## src/sv/rtwes_pkg.sv

```systemverilog
// shared types and field widths for the running two-extremes-with-sum block
// no dependencies; used by every module of the block
package rtwes_pkg;

  localparam int unsigned SampleW = 16;
  localparam int unsigned SumW    = 32;
  localparam int unsigned CountW  = 16;
  localparam int unsigned OutW    = 4 * SampleW + SumW + CountW;

  typedef logic signed [SampleW-1:0] sample_t;

  typedef struct packed {
    sample_t e1;
    sample_t e0;
  } pair_t;

  // how far the run has progressed, taken from the sample count
  typedef enum logic [1:0] {
    PH_FIRST  = 2'd0,
    PH_SECOND = 2'd1,
    PH_LATER  = 2'd2
  } phase_e;

  typedef struct packed {
    logic   advance;
    phase_e phase;
  } step_t;

endpackage

```

## src/sv/rtwes_pair.sv

```systemverilog
// one two-entry extreme pair (lowest or highest) with its insert/sort logic
// depends on rtwes_pkg
module rtwes_pair (
  input  logic              clk_i,
  input  logic              rst_ni,
  input  logic              lower_first_i,
  input  rtwes_pkg::step_t  step_i,
  input  rtwes_pkg::sample_t sample_i,
  output rtwes_pkg::pair_t  pair_o
);

  rtwes_pkg::pair_t pair_q, pair_d, sorted;
  logic ahead_e0, beyond_e1;

  assign ahead_e0  = lower_first_i ? (sample_i < pair_q.e0) : (sample_i > pair_q.e0);
  assign beyond_e1 = lower_first_i ? (sample_i < pair_q.e1) : (sample_i > pair_q.e1);

  always_comb begin
    if (ahead_e0) begin
      sorted.e1 = pair_q.e0;
      sorted.e0 = sample_i;
    end else begin
      sorted.e1 = sample_i;
      sorted.e0 = pair_q.e0;
    end
  end

  always_comb begin
    pair_d = pair_q;
    unique case (step_i.phase)
      rtwes_pkg::PH_FIRST:  pair_d.e0 = sample_i;
      rtwes_pkg::PH_SECOND: pair_d = sorted;
      rtwes_pkg::PH_LATER: begin
        if (beyond_e1) pair_d = sorted;
      end
      default: pair_d = pair_q;
    endcase
  end

  always_ff @(posedge clk_i or negedge rst_ni) begin
    if (!rst_ni) begin
      pair_q <= '0;
    end else if (step_i.advance) begin
      pair_q <= pair_d;
    end
  end

  assign pair_o = pair_q;

endmodule

```

## src/sv/rtwes_accum.sv

```systemverilog
// offset sum accumulator and saturating sample counter, plus run phase
// depends on rtwes_pkg
module rtwes_accum (
  input  logic                              clk_i,
  input  logic                              rst_ni,
  input  logic                              advance_i,
  input  rtwes_pkg::sample_t                sample_i,
  input  rtwes_pkg::sample_t                base_i,
  output rtwes_pkg::phase_e                 phase_o,
  output logic [rtwes_pkg::SumW-1:0]        sum_o,
  output logic [rtwes_pkg::CountW-1:0]      count_o
);

  logic [rtwes_pkg::SumW-1:0]   sum_q, sum_d, diff;
  logic [rtwes_pkg::CountW-1:0] count_q, count_d;

  // sign-extend both operands before subtracting so the difference is exact
  assign diff  = rtwes_pkg::SumW'(signed'(sample_i)) - rtwes_pkg::SumW'(signed'(base_i));
  assign sum_d = sum_q + diff;
  assign count_d = (&count_q) ? count_q : count_q + 1'b1;

  always_comb begin
    priority if (count_q == '0) begin
      phase_o = rtwes_pkg::PH_FIRST;
    end else if (count_q == rtwes_pkg::CountW'(1)) begin
      phase_o = rtwes_pkg::PH_SECOND;
    end else begin
      phase_o = rtwes_pkg::PH_LATER;
    end
  end

  always_ff @(posedge clk_i or negedge rst_ni) begin
    if (!rst_ni) begin
      sum_q   <= '0;
      count_q <= '0;
    end else if (advance_i) begin
      sum_q   <= sum_d;
      count_q <= count_d;
    end
  end

  assign sum_o   = sum_q;
  assign count_o = count_q;

endmodule

```

## src/sv/running_two_extremes_with_sum_core.sv

```systemverilog
// top level: input register, extreme pairs, sum/count and result handshake
// depends on rtwes_pkg, rtwes_pair, rtwes_accum
//
// usage:
//   samples arrive on the s_axis stream (tdata = signed 16-bit sample) and
//   one result leaves on the m_axis stream for every sample taken.
//   a result carries the two lowest and two highest samples seen since
//   reset, the wrapping 32-bit sum of (sample - base_offset) and the sample
//   count, which saturates at 65535. second entries are meaningful once
//   the count is at least two; before that they read as stored (zero).
//   base_offset is written on the cfg channel (always ready) only while idle;
//   the user must keep to this, the block itself does not enforce it.
//   a taken sample goes through the input register, then the state/result
//   register, to m_axis. throughput: one sample per cycle unless the receiver
//   stalls, set by the combinational compare-insert and add before the state
//   registers. the state registers double as the result register; while the
//   receiver stalls the result holds and one more request waits in the
//   input register, after which s_axis_tready drops.
//   reset clears the extremes, sum, count, base_offset and both valids.
module running_two_extremes_with_sum_core (
  input  logic                          clk_i,
  input  logic                          rst_ni,
  // sample stream
  input  logic                          s_axis_tvalid,
  output logic                          s_axis_tready,
  input  logic [15:0]                   s_axis_tdata,   // [15:0] sample
  // result stream
  output logic                          m_axis_tvalid,
  input  logic                          m_axis_tready,
  // [15:0] lowest, [31:16] second_lowest, [47:32] highest,
  // [63:48] second_highest, [95:64] offset_sum, [111:96] sample_count
  output logic [rtwes_pkg::OutW-1:0]    m_axis_tdata,
  // base_offset write channel
  input  logic                          cfg_valid_i,
  output logic                          cfg_ready_o,
  input  logic [15:0]                   cfg_data_i
);

  logic               in_valid_q;
  rtwes_pkg::sample_t in_sample_q;
  rtwes_pkg::sample_t base_q;
  logic               out_valid_q;
  logic               advance;
  rtwes_pkg::step_t   step;
  rtwes_pkg::phase_e  phase;
  rtwes_pkg::pair_t   low_pair, high_pair;
  logic [rtwes_pkg::SumW-1:0]   sum;
  logic [rtwes_pkg::CountW-1:0] count;

  // state moves when a request sits in the input register and the result slot frees
  assign advance       = in_valid_q && (!out_valid_q || m_axis_tready);
  assign s_axis_tready = !in_valid_q || advance;
  assign cfg_ready_o   = 1'b1;

  assign step.advance = advance;
  assign step.phase   = phase;

  always_ff @(posedge clk_i or negedge rst_ni) begin
    if (!rst_ni) begin
      in_valid_q  <= 1'b0;
      out_valid_q <= 1'b0;
      base_q      <= '0;
    end else begin
      if (s_axis_tready) in_valid_q <= s_axis_tvalid;
      if (advance) begin
        out_valid_q <= 1'b1;
      end else if (m_axis_tready) begin
        out_valid_q <= 1'b0;
      end
      if (cfg_valid_i) base_q <= cfg_data_i;
    end
  end

  always_ff @(posedge clk_i) begin
    if (s_axis_tready && s_axis_tvalid) in_sample_q <= s_axis_tdata;
  end

  rtwes_pair u_low (
    .clk_i         (clk_i),
    .rst_ni        (rst_ni),
    .lower_first_i (1'b1),
    .step_i        (step),
    .sample_i      (in_sample_q),
    .pair_o        (low_pair)
  );

  rtwes_pair u_high (
    .clk_i         (clk_i),
    .rst_ni        (rst_ni),
    .lower_first_i (1'b0),
    .step_i        (step),
    .sample_i      (in_sample_q),
    .pair_o        (high_pair)
  );

  rtwes_accum u_accum (
    .clk_i     (clk_i),
    .rst_ni    (rst_ni),
    .advance_i (advance),
    .sample_i  (in_sample_q),
    .base_i    (base_q),
    .phase_o   (phase),
    .sum_o     (sum),
    .count_o   (count)
  );

  assign m_axis_tvalid = out_valid_q;
  assign m_axis_tdata  = {count, sum, high_pair.e1, high_pair.e0, low_pair.e1, low_pair.e0};

endmodule
```

## config.mk

```make
export PLATFORM = sky130hd
export DESIGN_NAME = running_two_extremes_with_sum_core
export DESIGN_NICKNAME = d
export VERILOG_FILES = /design/src/sv/rtwes_pkg.sv /design/src/sv/rtwes_pair.sv /design/src/sv/rtwes_accum.sv /design/src/sv/running_two_extremes_with_sum_core.sv
export SDC_FILE = /design/constraint.sdc
export NUM_CORES = 1
export LEC_CHECK = 0
export BUFFER_PORTS_ARGS = -buffer_cell sky130_fd_sc_hd__buf_4
export CORE_MARGIN = 5
export CORE_UTILIZATION = 45
export DETAILED_ROUTE_END_ITERATION = 7
export MAX_ROUTING_LAYER = met4
export PLACE_DENSITY = 0.69
export SYNTH_ARGS = -nofsm -noshare
export SYNTH_HDL_FRONTEND = slang
export SYNTH_HIERARCHICAL = 1
export SYNTH_SLANG_ARGS = --single-unit
```

## constraint.sdc

```tcl
create_clock -name clk_i -period 5.57 [get_ports clk_i]
set_input_delay 0.557 -clock clk_i [delete_from_list [all_inputs] [get_ports clk_i]]
set_output_delay 0.557 -clock clk_i [all_outputs]
set_load 0.1 [all_outputs]
```

* Yosys cells after proc, flatten, opt, wreduce, memory -nomap -nowiden
Cells that the tools add are included.
Storage, ports and cells: bits in registers 146, bits of input ports 37, output and inout port bits 115, logic and storage cells 52
Cells by class: add/subtract/negate cells 3, $lt $le $gt $ge 4, equality and inequality tests 5, mux-type cells 12, bitwise operators 1, reductions and logical operators 17
Operators with widths (count):
- $mux 32 | 4
- $pmux 16 s3 | 2
- $pmux 16 s2 | 2
- $add 32x32->32 | 1
- $gt 16x16->1 | 2
- $lt 16x16->1 | 2
- $sub 16x16->17 | 1
- $add 16x1->16 const B | 1
- $eq 16x1->1 const B | 1
- $logic_not 16->1 | 1
- $reduce_and 16->1 | 1
- $reduce_and 3->1 | 4
- $mux 2 | 2
- $reduce_bool 2->1 | 2
- $reduce_bool 3->1 | 1
- $eq 2x1->1 const B | 1
- $eq 2x2->1 const B | 1
- $logic_and 1x1->1 | 2
- $logic_not 1->1 | 2
- $logic_not 2->1 | 1
- $logic_or 1x1->1 | 2
- $mux 1 | 2
- $ne 2x1->1 const B | 1
- $ne 2x2->1 const B | 1
- 2 further kinds | 2

* Logic depth before layout (Yosys ltp)
Gate-level depths: netlist of the first run.
word-level depth 6, gate-level depth with buffers 20, gate-level depth less buffers 19

* Modules after synthesis
Netlist of the first run, hierarchy kept.
Modules (own cells, without submodules):
- rtwes_pair | times used 2, cells each 214, area an instance 2323.5 sq um, sequential area each 800.8 sq um
- rtwes_accum | times used 1, cells each 502, area an instance 4410.5 sq um, sequential area each 1201.2 sq um
- running_two_extremes_with_sum_core | times used 1, cells each 61, area an instance 1233.7 sq um, sequential area each 930.9 sq um

* Least setup slack after synthesis of the first run
No wires, ideal clock.
kind register -> register, start reg in_sample_q[9], end reg u_accum.sum_q (netlist bit u_accum/sum_o[31]), setup time 0.161 ns, arrival 4.130 ns, required time 5.409 ns, slack 1.279 ns, stages on the path, launching flop included 18, buffers on the path 1, clock period less this slack 4.291 ns, cell sequence edfxtp_1 > ha_1 > a211oi_1 > nor3b_1 > o221a_2 > a31oi_1 > nand2_1 > inv_1 > ha_1 > buf_6 > a21o_1 > a31o_1 > a221o_1 > nand2b_4 > o21a_1 > or4_4 > o211ai_2 > xor2_1
Between the ends: cells in the longest elaborated chain, start to end 2
RTL lines:
- start: declaration | line running_two_extremes_with_sum_core.sv:40 | rtwes_pkg::sample_t in_sample_q;
- start signal: assignment | line running_two_extremes_with_sum_core.sv:75 | if (s_axis_tready && s_axis_tvalid) in_sample_q <= s_axis_tdata;
- $sub 16x16->17 | line rtwes_accum.sv:18 | assign diff = rtwes_pkg::SumW'(signed'(sample_i)) - rtwes_pkg::SumW'(signed'(base_i));
- $add 32x32->32 | line rtwes_accum.sv:19 | assign sum_d = sum_q + diff;
- end signal: assignment | line rtwes_accum.sv:37 | sum_q <= sum_d;
- end: declaration | line rtwes_accum.sv:14 | logic [rtwes_pkg::SumW-1:0] sum_q, sum_d, diff;
Every way passes these cells. A chain may end at the register's enable or synchronous reset.

* Worst setup path in the final report of the first run
start reg in_sample_q[1], end reg u_accum.sum_q (netlist bit u_accum/sum_o[28])
Same word-level chain as after synthesis.

==> flow_summary.yaml, run 1 <==
global_routing:
  grt_max_degree: 67
  grt_pass1_wl_um: 43000
  grt_pass1_vias: 8322
  overflow: 0
  track_usage_pct: 21.2
  antenna_found_initial: 0
setup_path:
  crit_chain: "ha_1, nor2b_1, o21a_1, o21ai_0, a211oi_1, o31a_1, a21o_1, a21oi_1, xnor2_1, ha_1, nand2_1, o31a_1, or2_1, o31ai_2, a21oi_1, o2111a_1, a221o_1"
  arrival_ps: 5080
  required_ps: 5880
  critPathSlowestCell: "edfxtp_1"
  max_stage_delay_ps: 550
  start_kind: "register"
  crit_type: "register to register"
  endpoint_kind: "register"
  cp_max_fo: 10
placed_design:
  portBuffers: 150
  gp_congestion: 0.908
  hpwl_um: 20500
run:
  cap_violations: 0
yosys:
  synth_area_leaders: "dfrtp_1 32%, ha_1 14%, mux2_2 7.3%, mux2i_1 6.4%, edfxtp_1 4.7%"
  avgSynthCellArea_um2: 10.4
  postSynthCellCount: 991
  yosys_warnings: 6
  synth-seq-area-share_pct: 36.3
  synth_top_cell_area_share_pct: 31.6
  yosysTopAreaCell: "dfrtp_1"
  synth_most_common_cell: "dfrtp_1"
  syn_area_um2: 10300
  synthArstFlopShare_pct: 89.0
  synth_ff_type: "dfrtp_1"
  synth_edf_count: 16
  synth-seq-cells: 146
  yosysUniqueCellTypes: 70
  synth_top_cells_by_count: "130 x dfrtp_1, 119 x ha_1, 97 x inv_1"
timing:
  tightest_slew_ps: 925
  fin_skew_ps: 9.82
  hold_viol: 0
  rsz0062_at_grt: "false"
  final.period_utilization_pct: 85.7
  finalMaxSlewViolations: 0
  setup-tns-final_ps: 0
  fmax_ghz: 0.210
  fin_crit_ps: 4770
  setup_viol_count_final: 0
  relSlewSlack_pct: 38.3
clock_network:
  cts.sinks: 146
  htree_levels: 4
  cts.clk_slew.worst_paths_ps: 70
  postCtsHoldBufs: 0
  numCtsBuffers: 17
  root_buffer: "clkbuf_16"
  post_cts_resized: 0
  post_cts_buffers: 0
  clk_latency_ps: 430
  cts_tree: "yes"
  clock_path_buffers: 2
detailed_routing:
  drt_pass1_iterations: 5
  drtIter0Drc: 349
  via_count: 7991
  postRouteWirelength_um: 26500
  wl_per_cell_um: 18.3
  ant_nets: 0
  vias_per_cell: 5.51
  drc: 0
run_status:
  status: "completed"
floorplanning:
  dieArea_um2: 26000
  core_um2: 22600
  die_h_um: 161
  start_util_pct: 45.6
  io_pins: 152
  num_rows: 55
  die-width_um: 161
final_layout:
  nNetsFinal: 1310
  num-fill-cells: 1990
  diodes: 0
  drive_gt1_share_pct: 24.2
  multi_input_area_um2: 6060
  syn_to_final_growth_pct: 19.6
  seqCellArea_um2: 3730
worst_hold_path:
  hold_path_class: "input port to async pin"
## per-layer routing
| layer | vias to the layer above | share of wire, % | routed length, µm | global-route usage, % |
|---|---|---|---|---|
| met5 | - | 0 | 0 | - |
| met4 | 0 | 1.9 | 512 | 6.01 |
| met3 | 41 | 4.5 | 1180 | 3.90 |
| met2 | 185 | 49 | 13000 | 35.6 |
| met1 | 3862 | 45 | 11800 | 26.5 |
| li1 | 3903 | - | - | - |
## path summary, 6_finish.rpt
check                                    end             from  cells after the start  slack, ps
max                        u_accum/sum_o[28]   in_sample_q[1]                     17        800
min                        u_high/pair_o[18]           rst_ni                      1        110
max reg2reg                u_accum/sum_o[28]   in_sample_q[1]                     17        800
min reg2reg                    m_axis_tvalid       in_valid_q                      1        480
max in group asynchronous  u_accum/sum_o[15]           rst_ni                      2       4140
min in group clk_i            in_sample_q[3]  s_axis_tdata[3]                      1        300
## final cells by class
| type | count | share of cell area (%) |
|---|---|---|
| Clock buffer | 22 | 4.03 |
| Clock inverter | 10 | 0.966 |
| Inverter | 97 | 2.96 |
| Multi-Input combinational cell | 734 | 49.3 |
| Sequential cell | 146 | 30.3 |
| Tap cell | 285 | 2.90 |
| Timing Repair Buffer | 156 | 9.55 |
## sequential cells by signal, indices dropped and copies added (netlist names)
signal,count
base_q,16
u_accum/count_o,16
m_axis_tvalid,1
u_low/pair_o,32
u_accum/sum_o,32
u_high/pair_o,32
in_sample_q,16
in_valid_q,1
## cells by family after synthesis
logic type	Yosys count	share of synthesized area, %
and+or+nand+nor	217	11.0
AOI/OAI and AO/OA	186	12.8
DFF	146	36.3
muxes	143	15.2
buffers and inverters	122	5.20
adders and majority gates	121	14.9
xor gates and xnor gates	54	4.60
other	2	0.0730
## worst max-delay path: cells and delay by family, from the launching register on
kind	cells	cell delay (ps)
AO/OA/AOI/OAI	11	2740
AND/OR/NAND/NOR	3	510
adder cells (fa/ha/maj)	2	730
XOR/XNOR	1	120
flip-flops	1	550
## cells in the final DEF, fill, tap and decap left out, types with 4 or more instances in the layout
master,n
a31oi_1,4
nand3_1,18
and3_1,4
inv_1,97
nand2b_1,12
ha_1,119
edfxtp_1,16
mux2_4,10
xnor2_1,37
or3_1,5
nor3_1,13
nand4_1,30
nor2_1,41
buf_4,155
mux2i_1,66
a211oi_1,8
o21bai_1,7
mux2_2,67
a21oi_1,65
o21a_1,12
dfrtp_1,130
o211ai_1,6
a2111o_1,4
nand2_1,53
clkbuf_16,18
o21ai_0,20
nor2b_1,11
xor2_1,17
conb_1,13
a21o_1,22
nor4_1,7
## stage by stage
stage                     utilization, %  cells  setup WS (ps)  instance area (µm²)  hold WS, ps
after global routing                54.5   1450            503                12300          157
final                               54.5   1450            797                12300          106
after global placement              51.8   1418            927                11700          468
after CTS                           54.5   1450            817                12300          134
after detailed placement            51.8   1418            843                11700          472
after floorplan                        -   1002           1280                10300          261
Power of run 1 is left out: the tool's default activity adds up to more than one toggle a clock period on the data nets, which glitch-free logic cannot reach.
==> run 2: changes to the inputs <==
CORE_ASPECT_RATIO = 1.25   (was not set)
CTS_BUF_LIST = sky130_fd_sc_hd__clkbuf_16   (was not set)
==> run 2 against run 1 <==
  * Cell area decreased by 0.33%
  * Sequential cell count is the same
  * Critical path type unchanged
  * Largest cell class unchanged
  * Clock skew decreased by 0.76 ps
  * Register-to-register slack got worse by 130 ps
  * Critical path depth grew 1
  * Die area is essentially flat
  * Final cell count barely moved
==> flow_summary.yaml, run 2 (synthesis gave the netlist of run 1 again) <==
global_routing:
  grt_pass1_wl_um: 42400
  grt_max_degree: 67
  antenna_found_initial: 0
  track_usage_pct: 20.8
  grt_pass1_vias: 8303
  overflow: 0
final_layout:
  mostFrequentLayoutCells: "156 x buf_4, 130 x dfrtp_1, 119 x ha_1"
  nNetsFinal: 1311
  final_common_cell: "buf_4"
  utilization_pct: 54.9
  syn_to_final_growth_pct: 19.2
  drive_gt1_share_pct: 24.0
  diodes: 0
floorplanning:
  io_pins: 152
  dieArea_um2: 26000
  die-width_um: 145
  die_h_um: 179
  num_rows: 61
  core_um2: 22400
  start_util_pct: 46.0
detailed_routing:
  drtIter0Drc: 372
  vias_per_cell: 5.52
  postRouteWirelength_um: 26300
  drc: 0
  via_count: 8002
  drt_pass1_iterations: 4
  ant_nets: 0
  wl_per_cell_um: 18.2
setup_path:
  max_stage_delay_ps: 530
  arrival_ps: 5220
  critPathTopFamily: "compound AO/OA/AOI/OAI gates"
  start_kind: "register"
  crit_type: "register to register"
  endpoint_kind: "register"
  cp_max_fo: 10
  required_ps: 5880
  critPathSlowestCell: "edfxtp_1"
  cp_num_buf_inv: 0
  crit_chain: "ha_1, nor2b_1, o21a_1, o21ai_0, a211oi_1, o31a_1, a21o_1, a21oi_1, xnor2_1, ha_1, nand2_1, o211ai_1, a211oi_1, or2_1, o31ai_2, a21oi_1, o2111a_1, a221o_1"
timing:
  relSlewSlack_pct: 37.8
  whs_ps: 128
  finalMaxSlewViolations: 0
  fin_crit_ps: 4910
  setup-tns-final_ps: 0
  rsz0062_at_grt: "false"
  fin_skew_ps: 9.06
  tightest_slew_ps: 923
  hold_viol: 0
  fmax_ghz: 0.204
  setup_viol_count_final: 0
  final.period_utilization_pct: 88.1
clock_network:
  htree_levels: 4
  root_buffer: "clkbuf_16"
  post_cts_buffers: 0
  cts.sinks: 146
  clock_path_buffers: 2
  clk_latency_ps: 430
  cts.clk_slew.worst_paths_ps: 60
  post_cts_resized: 0
  numCtsBuffers: 17
  cts_tree: "yes"
  postCtsHoldBufs: 0
run_status:
  status: "completed"
placed_design:
  hpwl_um: 20200
  portBuffers: 150
  gp_congestion: 0.917
worst_hold_path:
  hold_path_class: "input port to async pin"
run:
  cap_violations: 0
## run 2: metal layers
metal / vias to the layer above / track usage, % / wire [µm]
met4: 0 / 6.45 / 551
met5: - / - / 0
met3: 44 / 4.58 / 1210
met2: 187 / 37.1 / 13600
met1: 3864 / 23.4 / 10900
li1: 3907 / - / -
## run 2: worst paths after layout
| check | from | end | slack (ps) | cells past startpoint |
|---|---|---|---|---|
| max reg2reg | in_sample_q[1] | u_accum/sum_o[28] | 660 | 18 |
| min | rst_ni | u_low/pair_o[3] | 130 | 1 |
| max in group asynchronous | rst_ni | u_accum/sum_o[12] | 4120 | 2 |
| min in group clk_i | s_axis_tdata[3] | in_sample_q[3] | 300 | 1 |
| max | in_sample_q[1] | u_accum/sum_o[28] | 660 | 18 |
| min reg2reg | u_accum/sum_o[31] | u_accum/sum_o[31] | 480 | 1 |
## run 2: stage by stage
step | cells | instance area (µm²) | worst slack, ps
floorplan | 1002 | 10300 | 1280
global placement | 1417 | 11700 | 917
detailed placement | 1417 | 11700 | 820
CTS | 1449 | 12300 | 805
global route | 1449 | 12300 | 350
finish | 1449 | 12300 | 662
## run 2: cell type report
cell class | count | area, µm²
flip-flops and latches | 146 | 3730
fillers | 2000 | 10100
repair buffers | 157 | 1180
inverters | 97 | 364
multi-input cells | 734 | 6060
well taps | 283 | 354
clock buffers | 17 | 425
clock inverters | 15 | 144
Power of run 2 is left out for the same reason.
